===== src/sv/bff_pkg.sv =====
package bff_pkg;

  typedef enum logic [1:0] {
    PH_HUNT1 = 2'd0,
    PH_HUNT2 = 2'd1,
    PH_BLOCK = 2'd2
  } phase_t;

  typedef enum logic {
    CFG_SYNC_FIRST  = 1'b0,
    CFG_SYNC_SECOND = 1'b1
  } cfg_index_t;

  localparam logic [7:0]  SYNC_FIRST_RST  = 8'h24;
  localparam logic [7:0]  SYNC_SECOND_RST = 8'h40;
  localparam logic [15:0] CRC_POLY        = 16'h1021;
  localparam logic [15:0] MIN_LEN         = 16'd8;

  // Byte offsets inside a block (sync pair sits at 0 and 1)
  localparam logic [15:0] OFF_CHK_LO  = 16'd2;
  localparam logic [15:0] OFF_CHK_HI  = 16'd3;
  localparam logic [15:0] OFF_ID_LO   = 16'd4;
  localparam logic [15:0] OFF_ID_HI   = 16'd5;
  localparam logic [15:0] OFF_LEN_LO  = 16'd6;
  localparam logic [15:0] OFF_LEN_HI  = 16'd7;
  localparam logic [15:0] OFF_TOW_0   = 16'd8;
  localparam logic [15:0] OFF_TOW_1   = 16'd9;
  localparam logic [15:0] OFF_TOW_2   = 16'd10;
  localparam logic [15:0] OFF_TOW_3   = 16'd11;
  localparam logic [15:0] OFF_WEEK_LO = 16'd12;
  localparam logic [15:0] OFF_WEEK_HI = 16'd13;
  localparam logic [15:0] CRC_START   = 16'd4;
  localparam logic [15:0] PAY_START   = 16'd14;

  typedef struct packed {
    logic       we;
    cfg_index_t index;
    logic [7:0] data;
  } cfg_wr_t;

  typedef struct packed {
    logic [7:0]  payload_byte;
    logic        payload_valid;
    logic        block_end;
    logic        crc_ok;
    logic [12:0] block_number;
    logic [2:0]  revision;
    logic [15:0] block_length;
    logic [31:0] time_of_week_ms;
    logic [15:0] week_number;
  } result_t;

  // CRC-16, poly 0x1021, MSB first, one byte
  function automatic logic [15:0] crc16_byte(input logic [15:0] crc, input logic [7:0] b);
    logic [15:0] c;
    c = crc ^ {b, 8'h00};
    for (int i = 0; i < 8; i++) begin
      c = c[15] ? ({c[14:0], 1'b0} ^ CRC_POLY) : {c[14:0], 1'b0};
    end
    return c;
  endfunction

endpackage


===== src/sv/bff_byte_if.sv =====
interface bff_byte_if import bff_pkg::*; ();
  logic       valid;
  logic       ready;
  logic [7:0] in_byte;

  modport source (output valid, output in_byte, input ready);
  modport sink   (input valid, input in_byte, output ready);
endinterface


===== src/sv/bff_result_if.sv =====
interface bff_result_if import bff_pkg::*; ();
  logic        valid;
  logic        ready;
  logic [7:0]  payload_byte;
  logic        payload_valid;
  logic        block_end;
  logic        crc_ok;
  logic [12:0] block_number;
  logic [2:0]  revision;
  logic [15:0] block_length;
  logic [31:0] time_of_week_ms;
  logic [15:0] week_number;

  modport source (
    output valid, output payload_byte, output payload_valid, output block_end,
    output crc_ok, output block_number, output revision, output block_length,
    output time_of_week_ms, output week_number, input ready
  );
  modport sink (
    input valid, input payload_byte, input payload_valid, input block_end,
    input crc_ok, input block_number, input revision, input block_length,
    input time_of_week_ms, input week_number, output ready
  );
endinterface


===== src/sv/bff_in_reg.sv =====
module bff_in_reg import bff_pkg::*; (
  input  logic       clk,
  input  logic       rst,
  input  logic       in_valid,
  input  logic [7:0] in_byte,
  output logic       in_ready,
  input  logic       advance,
  output logic       held_valid,
  output logic [7:0] held_byte
);

  assign in_ready = !held_valid || advance;

  always_ff @(posedge clk) begin
    if (rst) begin
      held_valid <= 1'b0;
    end else if (in_ready) begin
      held_valid <= in_valid;
    end
  end

  always_ff @(posedge clk) begin
    if (in_valid && in_ready) begin
      held_byte <= in_byte;
    end
  end

endmodule


===== src/sv/bff_parser.sv =====
module bff_parser import bff_pkg::*; (
  input  logic       clk,
  input  logic       rst,
  input  cfg_wr_t    cfg,
  input  logic       step,
  input  logic [7:0] in_byte,
  output logic       res_valid,
  output result_t    res
);

  logic [7:0]  sync_first;
  logic [7:0]  sync_second;
  phase_t      phase, phase_next;
  logic [15:0] byte_offset, byte_offset_next;
  logic [15:0] crc_acc, crc_acc_next;
  logic [15:0] stored_chk, stored_chk_next;
  logic [15:0] id_rev, id_rev_next;
  logic [15:0] length_held, length_held_next;
  logic [31:0] tow_held, tow_held_next;
  logic [15:0] week_held, week_held_next;

  logic bad_len;
  logic pay;
  logic end_blk;

  always_ff @(posedge clk) begin
    if (rst) begin
      sync_first  <= SYNC_FIRST_RST;
      sync_second <= SYNC_SECOND_RST;
      phase       <= PH_HUNT1;
      byte_offset <= '0;
      crc_acc     <= '0;
      stored_chk  <= '0;
      id_rev      <= '0;
      length_held <= '0;
      tow_held    <= '0;
      week_held   <= '0;
    end else begin
      if (cfg.we) begin
        case (cfg.index)
          CFG_SYNC_FIRST:  sync_first  <= cfg.data;
          CFG_SYNC_SECOND: sync_second <= cfg.data;
          default: ;
        endcase
      end
      if (step) begin
        phase       <= phase_next;
        byte_offset <= byte_offset_next;
        crc_acc     <= crc_acc_next;
        stored_chk  <= stored_chk_next;
        id_rev      <= id_rev_next;
        length_held <= length_held_next;
        tow_held    <= tow_held_next;
        week_held   <= week_held_next;
      end
    end
  end

  always_comb begin
    phase_next       = phase;
    byte_offset_next = byte_offset;
    crc_acc_next     = crc_acc;
    stored_chk_next  = stored_chk;
    id_rev_next      = id_rev;
    length_held_next = length_held;
    tow_held_next    = tow_held;
    week_held_next   = week_held;
    bad_len          = 1'b0;
    pay              = 1'b0;
    end_blk          = 1'b0;
    res_valid        = 1'b0;
    res              = '0;

    case (phase)
      PH_HUNT2: begin
        if (in_byte == sync_second) begin
          phase_next       = PH_BLOCK;
          byte_offset_next = OFF_CHK_LO;
          crc_acc_next     = '0;
          stored_chk_next  = '0;
          id_rev_next      = '0;
          length_held_next = '0;
          tow_held_next    = '0;
          week_held_next   = '0;
        end else if (in_byte != sync_first) begin
          phase_next = PH_HUNT1;
        end
      end
      PH_BLOCK: begin
        if (byte_offset >= CRC_START) begin
          crc_acc_next = crc16_byte(crc_acc, in_byte);
        end
        case (byte_offset)
          OFF_CHK_LO:  stored_chk_next  = {stored_chk[15:8], in_byte};
          OFF_CHK_HI:  stored_chk_next  = {in_byte, stored_chk[7:0]};
          OFF_ID_LO:   id_rev_next      = {id_rev[15:8], in_byte};
          OFF_ID_HI:   id_rev_next      = {in_byte, id_rev[7:0]};
          OFF_LEN_LO:  length_held_next = {length_held[15:8], in_byte};
          OFF_LEN_HI:  length_held_next = {in_byte, length_held[7:0]};
          OFF_TOW_0, OFF_TOW_1, OFF_TOW_2, OFF_TOW_3:
            tow_held_next = tow_held | ({24'd0, in_byte} << {byte_offset[1:0], 3'b000});
          OFF_WEEK_LO: week_held_next   = week_held | {8'd0, in_byte};
          OFF_WEEK_HI: week_held_next   = week_held | {in_byte, 8'd0};
          default: ;
        endcase

        bad_len = (byte_offset == OFF_LEN_HI) &&
                  ((length_held_next < MIN_LEN) || (length_held_next[1:0] != 2'b00));

        if (bad_len) begin
          phase_next       = PH_HUNT1;
          byte_offset_next = '0;
        end else begin
          pay     = byte_offset >= PAY_START;
          end_blk = (byte_offset >= OFF_LEN_HI) &&
                    (({1'b0, byte_offset} + 17'd1) >= {1'b0, length_held_next});
          if (end_blk) begin
            phase_next       = PH_HUNT1;
            byte_offset_next = '0;
          end else begin
            byte_offset_next = byte_offset + 16'd1;
          end
        end

        res_valid = pay || end_blk;
        if (pay) begin
          res.payload_byte  = in_byte;
          res.payload_valid = 1'b1;
        end
        if (end_blk) begin
          res.block_end       = 1'b1;
          res.crc_ok          = crc_acc_next == stored_chk_next;
          res.block_number    = id_rev_next[12:0];
          res.revision        = id_rev_next[15:13];
          res.block_length    = length_held_next;
          res.time_of_week_ms = tow_held_next;
          res.week_number     = week_held_next;
        end
      end
      default: begin
        // hunting; the unused code behaves the same
        phase_next = (in_byte == sync_first) ? PH_HUNT2 : PH_HUNT1;
      end
    endcase
  end

endmodule


===== src/sv/bff_out_reg.sv =====
module bff_out_reg import bff_pkg::*; (
  input  logic    clk,
  input  logic    rst,
  input  logic    load,
  input  result_t d,
  output logic    can_take,
  output logic    valid,
  output result_t q,
  input  logic    ready
);

  assign can_take = !valid || ready;

  always_ff @(posedge clk) begin
    if (rst) begin
      valid <= 1'b0;
    end else if (can_take) begin
      valid <= load;
    end
  end

  always_ff @(posedge clk) begin
    if (can_take && load) begin
      q <= d;
    end
  end

endmodule


===== src/sv/binary_block_framer_crc16.sv =====
// Channel  Dir  Payload                                      Transaction when
// rx       in   in_byte (8)                                  rx.valid & rx.ready
// res      out  payload byte/flag, block summary, crc_ok     res.valid & res.ready
//
// One byte per cycle sustained while res keeps up. Each byte is registered in
// the input register, then the CRC step and header capture run into the result
// register once it can take a new entry. Bytes that give no result still pass
// through the same slot. rx stalls only while the result register holds a
// transaction that res has not taken. Reset (rst, synchronous) empties both
// registers, returns to sync hunting and restores the sync bytes.
module binary_block_framer_crc16 import bff_pkg::*; (
  input  logic          clk,
  input  logic          rst,
  input  logic          cfg_we,
  input  cfg_index_t    cfg_index,
  input  logic [7:0]    cfg_data,
  bff_byte_if.sink      rx,
  bff_result_if.source  res
);

  cfg_wr_t    cfg;
  logic       held_valid;
  logic [7:0] held_byte;
  logic       can_take;
  logic       step;
  logic       p_valid;
  result_t    p_res;
  result_t    q;

  assign cfg.we    = cfg_we;
  assign cfg.index = cfg_index;
  assign cfg.data  = cfg_data;

  assign step = held_valid && can_take;

  bff_in_reg u_in (
    .clk        (clk),
    .rst        (rst),
    .in_valid   (rx.valid),
    .in_byte    (rx.in_byte),
    .in_ready   (rx.ready),
    .advance    (step),
    .held_valid (held_valid),
    .held_byte  (held_byte)
  );

  bff_parser u_parse (
    .clk       (clk),
    .rst       (rst),
    .cfg       (cfg),
    .step      (step),
    .in_byte   (held_byte),
    .res_valid (p_valid),
    .res       (p_res)
  );

  bff_out_reg u_out (
    .clk      (clk),
    .rst      (rst),
    .load     (step && p_valid),
    .d        (p_res),
    .can_take (can_take),
    .valid    (res.valid),
    .q        (q),
    .ready    (res.ready)
  );

  assign res.payload_byte    = q.payload_byte;
  assign res.payload_valid   = q.payload_valid;
  assign res.block_end       = q.block_end;
  assign res.crc_ok          = q.crc_ok;
  assign res.block_number    = q.block_number;
  assign res.revision        = q.revision;
  assign res.block_length    = q.block_length;
  assign res.time_of_week_ms = q.time_of_week_ms;
  assign res.week_number     = q.week_number;

endmodule


===== src/flat_wrapper.sv =====
// flat-port wrapper written by rule: the top's interface ports become plain ports
module binary_block_framer_crc16_flat import bff_pkg::*;
  (clk, rst, cfg_we, cfg_index, cfg_data, rx_valid, rx_in_byte, rx_ready, res_valid, res_payload_byte, res_payload_valid, res_block_end, res_crc_ok, res_block_number, res_revision, res_block_length, res_time_of_week_ms, res_week_number, res_ready);
  bff_byte_if rx_i ();
  bff_result_if res_i ();
  input  logic clk;
  input  logic rst;
  input  logic cfg_we;
  input  cfg_index_t cfg_index;
  input  logic [7:0] cfg_data;
  input wire logic [$bits(rx_i.valid)-1:0] rx_valid;
  input wire logic [$bits(rx_i.in_byte)-1:0] rx_in_byte;
  output wire logic [$bits(rx_i.ready)-1:0] rx_ready;
  output wire logic [$bits(res_i.valid)-1:0] res_valid;
  output wire logic [$bits(res_i.payload_byte)-1:0] res_payload_byte;
  output wire logic [$bits(res_i.payload_valid)-1:0] res_payload_valid;
  output wire logic [$bits(res_i.block_end)-1:0] res_block_end;
  output wire logic [$bits(res_i.crc_ok)-1:0] res_crc_ok;
  output wire logic [$bits(res_i.block_number)-1:0] res_block_number;
  output wire logic [$bits(res_i.revision)-1:0] res_revision;
  output wire logic [$bits(res_i.block_length)-1:0] res_block_length;
  output wire logic [$bits(res_i.time_of_week_ms)-1:0] res_time_of_week_ms;
  output wire logic [$bits(res_i.week_number)-1:0] res_week_number;
  input wire logic [$bits(res_i.ready)-1:0] res_ready;
  assign rx_i.valid = rx_valid;
  assign rx_i.in_byte = rx_in_byte;
  assign rx_ready = rx_i.ready;
  assign res_valid = res_i.valid;
  assign res_payload_byte = res_i.payload_byte;
  assign res_payload_valid = res_i.payload_valid;
  assign res_block_end = res_i.block_end;
  assign res_crc_ok = res_i.crc_ok;
  assign res_block_number = res_i.block_number;
  assign res_revision = res_i.revision;
  assign res_block_length = res_i.block_length;
  assign res_time_of_week_ms = res_i.time_of_week_ms;
  assign res_week_number = res_i.week_number;
  assign res_i.ready = res_ready;
  binary_block_framer_crc16 u_core (.clk(clk), .rst(rst), .cfg_we(cfg_we), .cfg_index(cfg_index), .cfg_data(cfg_data), .rx(rx_i), .res(res_i));
endmodule

===== config.mk =====
export PLATFORM = sky130hd
export DESIGN_NAME = binary_block_framer_crc16_flat
export DESIGN_NICKNAME = d
export VERILOG_FILES = /design/src/sv/bff_pkg.sv /design/src/sv/bff_byte_if.sv /design/src/sv/bff_result_if.sv /design/src/sv/bff_in_reg.sv /design/src/sv/bff_parser.sv /design/src/sv/bff_out_reg.sv /design/src/sv/binary_block_framer_crc16.sv /design/src/flat_wrapper.sv
export SDC_FILE = /design/constraint.sdc
export NUM_CORES = 1
export LEC_CHECK = 0
export BUFFER_PORTS_ARGS = -buffer_cell sky130_fd_sc_hd__buf_4
export CAP_MARGIN = 30
export CORE_MARGIN = 3
export CORE_UTILIZATION = 35
export DETAILED_ROUTE_END_ITERATION = 7
export RECOVER_POWER = 100
export SKIP_CTS_REPAIR_TIMING = 1
export SLEW_MARGIN = 5
export SYNTH_ARGS = -nofsm -noshare
export SYNTH_HDL_FRONTEND = slang
export SYNTH_HIERARCHICAL = 1
export SYNTH_SLANG_ARGS = --single-unit
export TNS_END_PERCENT = 30

===== constraint.sdc =====
create_clock -name clk -period 4.64 [get_ports clk]
set_input_delay 0.464 -clock clk [delete_from_list [all_inputs] [get_ports clk]]
set_output_delay 0.464 -clock clk [all_outputs]
set_load 0.02 [all_outputs]

# After elaboration in Yosys (flattened, before gate mapping)
# Index checks and enable logic that the tools add are counted.
dict set report op_classes {
  add_sub_neg 2
  magnitude_cmp 5
  n_eq_ne 21
  n_shift 1
  muxes 42
  bitwise 13
  reduce_logical 21
}
# operator count
set ops {}
lappend ops {{$pmux W16 S2} 10}
lappend ops {{$mux W16} 8}
lappend ops {{$mux W13} 8}
lappend ops {{$eq A16 B4 Y1 const B} 6}
lappend ops {{$mux W82} 1}
lappend ops {{$eq A16 B3 Y1 const B} 4}
lappend ops {{$mux W32} 2}
lappend ops {{$pmux W32 S2} 1}
lappend ops {{$eq A16 B2 Y1 const B} 2}
lappend ops {{$ge A16 B3 Y1 const B} 2}
lappend ops {{$or A32 B32 Y32} 1}
lappend ops {{$shl A8 B5 Y32} 1}
lappend ops {{$not A3 Y3} 8}
lappend ops {{$add A16 B1 Y17 const B} 1}
lappend ops {{$ge A17 B16 Y1} 1}
lappend ops {{$add A16 B1 Y16 const B} 1}
lappend ops {{$eq A16 B16 Y1} 1}
lappend ops {{$eq A8 B8 Y1} 2}
lappend ops {{$ge A16 B4 Y1 const B} 1}
lappend ops {{$lt A16 B4 Y1 const B} 1}
lappend ops {{$or A16 B16 Y16} 1}
lappend ops {{$or A16 B8 Y16} 1}
lappend ops {{$xor A16 B16 Y16} 1}
lappend ops {{$mux W2} 4}
lappend ops {{other kinds (15)} 36}
dict set report word_totals {
  reg_bits 247
  in_bits 22
  elab_cells 127
}

# Longest topological paths before layout
# Gate-level depths: netlist of run 1.
dict set report logic_depth {
  depth_word 21
  ltp_mapped 19
  depth_no_buf 16
}

# Modules after synthesis
# The synthesis of run 1 kept the hierarchy.
# mod instances cells_each area_each_um2 seq_area_each_um2
set modules_own_cells {}
lappend modules_own_cells {bff_parser 1 1061 8423.1 2922.8}
lappend modules_own_cells {bff_out_reg 1 96 2787.7 2752.6}
lappend modules_own_cells {bff_in_reg 1 13 295.3 260.2}
lappend modules_own_cells {binary_block_framer_crc16 1 2 12.5 0.0}

# Least setup slack after synthesis of run 1
# Ideal clock, no wire load.
dict set report synth_path {
  path_kind {flip-flop to flip-flop}
  from {reg u_core.u_parse.byte_offset[2]}
  to {reg u_core/u_out/q[0] (netlist name)}
  arrival_time_ns 4.448
  required_ns 4.254
  setup_slack_ns -0.194
  path_stages_with_launch 19
  path_cell_list {dfxtp_1 > clkbuf_1 > buf_1 > nand3_1 > nor2_1 > and3_1 > nand3_1 > nor3_1 > xor2_1 > ha_1 > nand3_1 > or3_1 > o2111ai_1 > nand2_1 > or3b_1 > buf_4 > o21ai_0 > and3_1 > and2_4}
}
dict set report synth_via {
  elab_chain_cells 12
  word_cells_on_any_way 21
  cone_classes {add/sub: 1; order compare: 4; eq/ne: 2; mux: 7; reduce/logical: 7}
}
# element line_no
set synth_rtl {}
lappend synth_rtl {{start: declaration} bff_parser.sv:14} ;# logic [15:0] byte_offset, byte_offset_next;
lappend synth_rtl {{start signal: assignment} bff_parser.sv:48} ;# byte_offset <= byte_offset_next;
lappend synth_rtl {{parallel branches: the longest is 8 deep, another holds $add A16 B1 Y17} --}
lappend synth_rtl {{$logic_or A1 B1 Y1 *} bff_parser.sv:125} ;# res_valid = pay || end_blk;
lappend synth_rtl {{$mux W1 *} bff_parser.sv:74} ;# case (phase)
lappend synth_rtl {{named net u_core.p_valid} binary_block_framer_crc16.sv:26} ;# logic p_valid;
lappend synth_rtl {{$logic_and A1 B1 Y1 *} binary_block_framer_crc16.sv:60} ;# .load (step && p_valid),
lappend synth_rtl {{$logic_and A1 B1 Y1 *} bff_out_reg.sv:23} ;# if (can_take && load) begin
# Mark *: on every way through the listed nets, which the timed path passes. The select of a mux whose other input is x is not followed.
# A chain may end at the register's enable or synchronous reset.

# Final worst setup path of run 1
dict set report layout_path {
  from {reg u_core.u_parse.byte_offset[0]}
  to {reg u_core/u_out/q[17] (netlist name)}
}
dict set report layout_via {
  elab_chain_cells 12
  word_cells_on_any_way 21
  cone_classes {add/sub: 1; order compare: 4; eq/ne: 2; mux: 7; reduce/logical: 7}
}
# element line_no
set layout_rtl {}
lappend layout_rtl {{parallel branches: the longest is 8 deep, another holds $add A16 B1 Y17} --}
lappend layout_rtl {{$logic_or A1 B1 Y1 *} bff_parser.sv:125}
lappend layout_rtl {{$mux W1 *} bff_parser.sv:74}
lappend layout_rtl {{named net u_core.p_valid} binary_block_framer_crc16.sv:26}
lappend layout_rtl {{$logic_and A1 B1 Y1 *} binary_block_framer_crc16.sv:60}
lappend layout_rtl {{$logic_and A1 B1 Y1 *} bff_out_reg.sv:23}
# Marked as above.

==> reports/metrics.cfg, run 1 <==
[die]
pin_count = 115
initial_core_util_pct = 36.0
die_h_um = 187
dieArea_um2 = 35100
core_um2 = 32000
die_x_um = 187
row_count = 65

[final_layout]
final_area_um2 = 13800
drive_gt1_share_pct = 12.6
fin_cells = 1735
layout.nets = 1322
diodes = 0
seq_area_um2 = 5940
syn2layout_area_growth_pct = 20.0
multi_input_area_um2 = 5120
nFillCells = 3141

[logic_synthesis]
async_reset_ff_share_pct = 0
synth_top_flop_cell = dfxtp_1
yosysSeqAreaShare_pct = 51.5
synth_edf_count = 99
synth-seq-cells = 247
synth_area_leaders = edfxtp_1 26%, dfxtp_1 26%, nor2_1 6.9%
synth_top_area_share_pct = 25.8
synth_top_area_cell = edfxtp_1
yosysWarnings = 6
avgSynthCellArea_um2 = 9.83
syn_area_um2 = 11500
syn_inst = 1172
ys_types = 66
syn-num-nets = 1216

[timing]
finalSetupViolCount = 0
skew_ps = 8.13
fmax_mhz = 228
fin_ws_ps = 258
period_minus_slack_ps = 4380
finalCritPeriodShare_pct = 94.4
slew_violations = 65
worst_slew_pin_slew_ps = 2910
slew_headroom_pct = -93.8
hold_viol = 0

[placement]
dpl.hpwl_mm = 20.7
placedCellCount = 1674
place_ws_ps = 127
place.gp.congestion = 0.901
placed_cell_area_um2 = 13000
portBuffers = 114

[setup_path]
path_cells = inv_1, ha_1, nor4bb_1, nand4_1, buf_4, a22oi_1, ha_1, nand4_1, a2111oi_2, a211oi_1, o2111ai_1, nand2_1, or3b_2, o21ai_0, and3_1, and2_4, buf_12, buf_12
cp_slowest_cell = or3b_2
crit_cells = 18
path_buf_inv = 4
cp_max_fo = 26
crit_required_ps = 4900
reg2reg_depth = 18
critPathLaunchType = register
crit_type = reg -> reg
max_stage_delay_ps = 460
crit_family = simple AND/OR/NAND/NOR gates
end_kind = register
cp_data_arrival_time_ps = 4640

[power]
total_power_w = 0.00504
leakagePower_nw = 4.88
p_per_area_nw_per_um2 = 365
vdd_drop_max_uv = 290

[clocking]
tritoncts = yes
clk_pin_slew_ps = 60
clock_latency_ps = 550
clk_path_buf_depth = 3
cts_root_buf = clkbuf_16
cts_sinks = 247
h-tree-depth = 1
cts_buffers = 28

[routing]
drtIter0Drc = 873
drtPass1Iterations = 5
wl_mm = 31.3
drc = 0
via_per_inst = 5.33
final_antenna_net_count = 0
num_vias = 9250
wl_per_cell_um = 18.1

[global_route]
antenna_found_initial = 1
first_global_vias = 8784
grt-ovfl-total = 0
grt_pass1_wl_mm = 49.3
track_usage_pct = 17.1
grt_max_degree = 83

[min_path]
hold_depth = 1
min_path_type = in -> reg

[outcome]
status = finished, violations left
failed_checks = max-capacitance violations, max-slew violations

[flow_run]
drv_cap = 1

where the power goes:
| part | total [W] | internal, W | switching (W) | leakage [nW] |
|---|---|---|---|---|
| registers | 0.00227 | 0.00225 | 0.0000197 | 2.31 |
| clock network | 0.00260 | 0.00167 | 0.000932 | 0.535 |
| logic | 0.000162 | 0.0000536 | 0.000108 | 2.03 |
| total | 0.00504 | 0.00398 | 0.00106 | 4.88 |
routing by layer:
layer | GRT usage [%] | up-vias | wire length (um)
met4 | 4.50 | 0 | 717
met3 | 3.82 | 50 | 2200
met5 | 0 | - | 0
li1 | - | 4455 | -
met2 | 25.4 | 309 | 13300
met1 | 25.0 | 4436 | 15100
cell usage in the layout (no fill, tap or decap), types with 13 or more instances in the layout:
cell type,netlist,final
clkbuf_16,0,28
a21oi_1,87,87
xnor2_1,42,42
o21ai_0,17,18
edfxtp_1,99,99
a22oi_1,87,87
buf_4,11,64
nor2b_1,13,13
nand3_1,24,24
xor2_1,29,29
clkbuf_1,75,98
nand2_1,61,61
ha_1,22,21
nor2_1,212,211
a32oi_1,43,43
dfxtp_1,148,147
layout make-up:
class	instances	share of cell area (%)
Inverter	12	0.326
Sequential cell	247	42.9
Clock inverter	23	2.93
Clock buffer	29	5.10
Multi-Input combinational cell	810	37.0
Timing Repair Buffer	179	7.73
Tap cell	435	3.94
cell usage after synthesis, types with 9 or more instances:
| library cell | instances |
|---|---|
| nor2b_1 | 13 |
| ha_1 | 22 |
| nor2_1 | 212 |
| xnor2_1 | 42 |
| xor2_1 | 29 |
| inv_1 | 11 |
| buf_4 | 11 |
| edfxtp_1 | 99 |
| nand2_1 | 61 |
| o21ai_0 | 17 |
| dfxtp_1 | 148 |
| nand3_1 | 24 |
| a32oi_1 | 43 |
| a22o_1 | 9 |
| and2_1 | 14 |
| and3_1 | 9 |
| nor4_1 | 11 |
| clkbuf_1 | 75 |
| a21oi_1 | 87 |
| a22oi_1 | 87 |
| buf_2 | 11 |
| nand4_1 | 12 |
| nor3_1 | 11 |
cell families (layout without fill, tap and decap cells):
kind of cell,Yosys count,in the layout,synth area share [%]
muxes,8,8,0.695
and+or+nand+nor,419,419,17.8
AOI/OAI and AO/OA,287,287,17.3
buffers and inverters,115,243,4.23
xor gates and xnor gates,74,74,6.00
DFF,247,247,51.5
adders and majority gates,22,22,2.39
final timing paths:
path / end / slack (ps) / startpoint
min reg2reg: u_core/u_parse/sync_first[4] / 470 / u_core/u_parse/sync_first[4]
max reg2reg: u_core/u_out/q[17] / 260 / u_core/u_parse/byte_offset[0]
min: u_core/u_in/held_byte[1] / 110 / rx_in_byte[1]
max: u_core/u_out/q[17] / 260 / u_core/u_parse/byte_offset[0]
through the flow:
stage / hold slack, ps / TNS (ps) / utilization (%)
after floorplan: 448 / 0 / -
after global placement: 458 / 0 / 40.5
after detailed placement: 461 / 0 / 40.6
after CTS: 68.0 / 0 / 44.1
after global routing: 94.2 / -11.7 / 43.3
final: 109 / 0 / 43.3
worst reg2reg max path, stage by stage, from the launching register on:
cell and delay [ps]:
dfxtp_2 380, inv_1 150, ha_1 240, nor4bb_1 300, nand4_1 140, buf_4 220, a22oi_1 260, ha_1 200
nand4_1 100, a2111oi_2 340, a211oi_1 100, o2111ai_1 270, nand2_1 110, or3b_2 460, o21ai_0 100, and3_1 200
and2_4 180, buf_12 150, buf_12 190
flip-flops by register name, indices dropped and copies added, names as in the netlist:
name,cells
u_core/u_out/q,91
u_core/u_parse/tow_held,32
u_core/u_parse/byte_offset,16
u_core/u_parse/crc_acc,16
u_core/u_parse/id_rev,16
u_core/u_parse/length_held,16
u_core/u_parse/stored_chk,16
u_core/u_parse/week_held,16
u_core/u_in/held_byte,8
u_core/u_parse/sync_first,8
u_core/u_parse/sync_second,8
u_core/u_parse/phase,2
u_core/u_in/held_valid,1
u_core/u_out/valid,1
No activity file was read; power rests on OpenSTA's default activity.
==> inputs of run 2 (changes only) <==
RECOVER_POWER = not set   (was 100)
==> run 2 against run 1 <==
Against the previous run: worst setup slack is essentially flat; core utilization grew 1.2 points; via count increased by 1.0%; highest routed layer unchanged; critical path type unchanged; the run now ends clean; sequential power is essentially flat; combinational power about the same; routed wire length is 0.27% lower; register-to-register slack is essentially flat; count of clock-buffer cells in the layout stayed put; global-route usage is the same; final cell count is the same.
==> reports/metrics.cfg, run 2 (same netlist as run 1, synthesis figures left out) <==
[setup_path]
cp_slowest_cell = or3b_2
crit_type = reg -> reg
critPathLaunchType = register
crit_required_ps = 4900
r2r_start = u_core/u_parse/byte_offset[0]
r2r_slack_ps = 260
max_stage_delay_ps = 460
cp_max_fo = 26
end_kind = register
crit_start = u_core/u_parse/byte_offset[0]
path_cells = inv_1, ha_1, nor4bb_1, nand4_1, buf_4, a22oi_1, ha_1, nand4_1, a2111oi_2, a211oi_1, o2111ai_1, nand2_1, or3b_2, o21ai_0, and3_1, and2_4, buf_12, buf_12
cp_data_arrival_time_ps = 4640

[global_route]
antenna_found_initial = 1
grt-ovfl-total = 0
track_usage_pct = 17.1
grt_pass1_wl_mm = 49.3
grt_max_degree = 83
first_global_vias = 8784

[clocking]
clock_latency_ps = 560
tritoncts = yes
clk_pin_slew_ps = 60
h-tree-depth = 1
cts_buffers = 28
cts_sinks = 247
cts_root_buf = clkbuf_16
clk_path_buf_depth = 3

[timing]
period_minus_slack_ps = 4380
skew_ps = 12.2
finalCritPeriodShare_pct = 94.4
worst_slew_pin_slew_ps = 1000
fmax_mhz = 228
slew_headroom_pct = 32.7
slew_violations = 0
hold_viol = 0
holdWs_ps = 86.8
finalSetupViolCount = 0

[final_layout]
fin_cells = 1735
syn2layout_area_growth_pct = 23.4
diodes = 0
largest_register = u_core/u_out/q
largest_reg_flops = 91
layout.nets = 1322
layout_commonest_cell = nor2_1
drive_gt1_share_pct = 20.3
nFillCells = 3049
top_regs = u_core/u_out/q: 91 flops, u_core/u_parse/tow_held: 32 flops
final_cell_mix = 211 x nor2_1, 170 x buf_4, 147 x dfxtp_1

[placement]
placedCellCount = 1674
portBuffers = 114
place.gp.congestion = 0.901
dpl.hpwl_mm = 20.7

[routing]
drtIter0Drc = 858
drtPass1Iterations = 6
num_vias = 9344
final_antenna_net_count = 0
wl_per_cell_um = 18.0
drc = 0
wl_mm = 31.3
via_per_inst = 5.39

[min_path]
hold_path_startpoint = rx_in_byte[1]
min_path_type = in -> reg

[die]
die_x_um = 187
die_h_um = 187
row_count = 65
pin_count = 115
core_um2 = 32000
initial_core_util_pct = 36.0
dieArea_um2 = 35100

[power]
vdd_drop_max_uv = 289
leakagePower_nw = 5.30
p_per_area_nw_per_um2 = 355

[outcome]
status = finished, final reports clean

[flow_run]
drv_cap = 0

run 2: changes by cell type in the layout (fill, tap and decap cells not counted):
cell,before,now
o21ai_0,18,17
xor2_2,0,1
xor2_1,29,28
clkbuf_2,1,0
o21ai_1,0,1
and2_0,10,0
clkbuf_4,8,0
clkbuf_1,98,1
and2_4,1,2
nand2b_4,1,2
buf_4,64,170
and2_1,5,14
nand2b_1,8,7
run 2: through the flow:
step / cell area [um^2] / power [W] / worst slack (ps) / util, % / TNS [ps]
finish: 14200 / 0.00504 / 258 / 44.5 / 0
global route: 14200 / 0.00520 / -4.68 / 44.5 / -9.83
floorplan: 11500 / 0.00242 / 7.10 / - / 0
CTS: 14100 / 0.00509 / 112 / 44.1 / 0
detailed placement: 13000 / 0.00248 / 127 / 40.6 / 0
global placement: 13000 / 0.00248 / 240 / 40.5 / 0
run 2: path summary, 6_finish.rpt:
check / endpoint / depth (start not counted)
max: u_core/u_out/q[17] / 18
min: u_core/u_in/held_byte[1] / 1
min reg2reg: u_core/u_parse/sync_first[4] / 2
max reg2reg: u_core/u_out/q[17] / 18
run 2: worst max-delay path, delay by kind of cell (launching register included):
kind	cells	cell delay, ps
simple gates	7	1480
compound gates	5	1050
buf+inv	4	710
fa+ha+maj	2	440
flops	1	380
run 2: per-layer routing:
layer / routed length [um] / GRT usage, % / up-vias
met3: 2440 / 3.82 / 59
met1: 14600 / 25.0 / 4467
met4: 807 / 4.50 / 0
met5: 0 / 0 / -
met2: 13400 / 25.4 / 359
li1: - / - / 4459
run 2: final cells by class:
cell class / count / area [um^2] / share of cell area (%)
Clock inverter: 23 / 405 / 2.85
Clock buffer: 29 / 704 / 4.96
Tap cell: 435 / 544 / 3.83
Inverter: 12 / 45.0 / 0.317
Sequential cell: 247 / 5940 / 41.8
Multi-Input combinational cell: 810 / 5140 / 36.2
Timing Repair Buffer: 179 / 1440 / 10.1
run 2: where the power goes:
group | total (W) | internal [W] | switching [W]
Clock | 0.00261 | 0.00167 | 0.000933
Sequential | 0.00227 | 0.00225 | 0.0000198
Combinational | 0.000164 | 0.0000561 | 0.000108
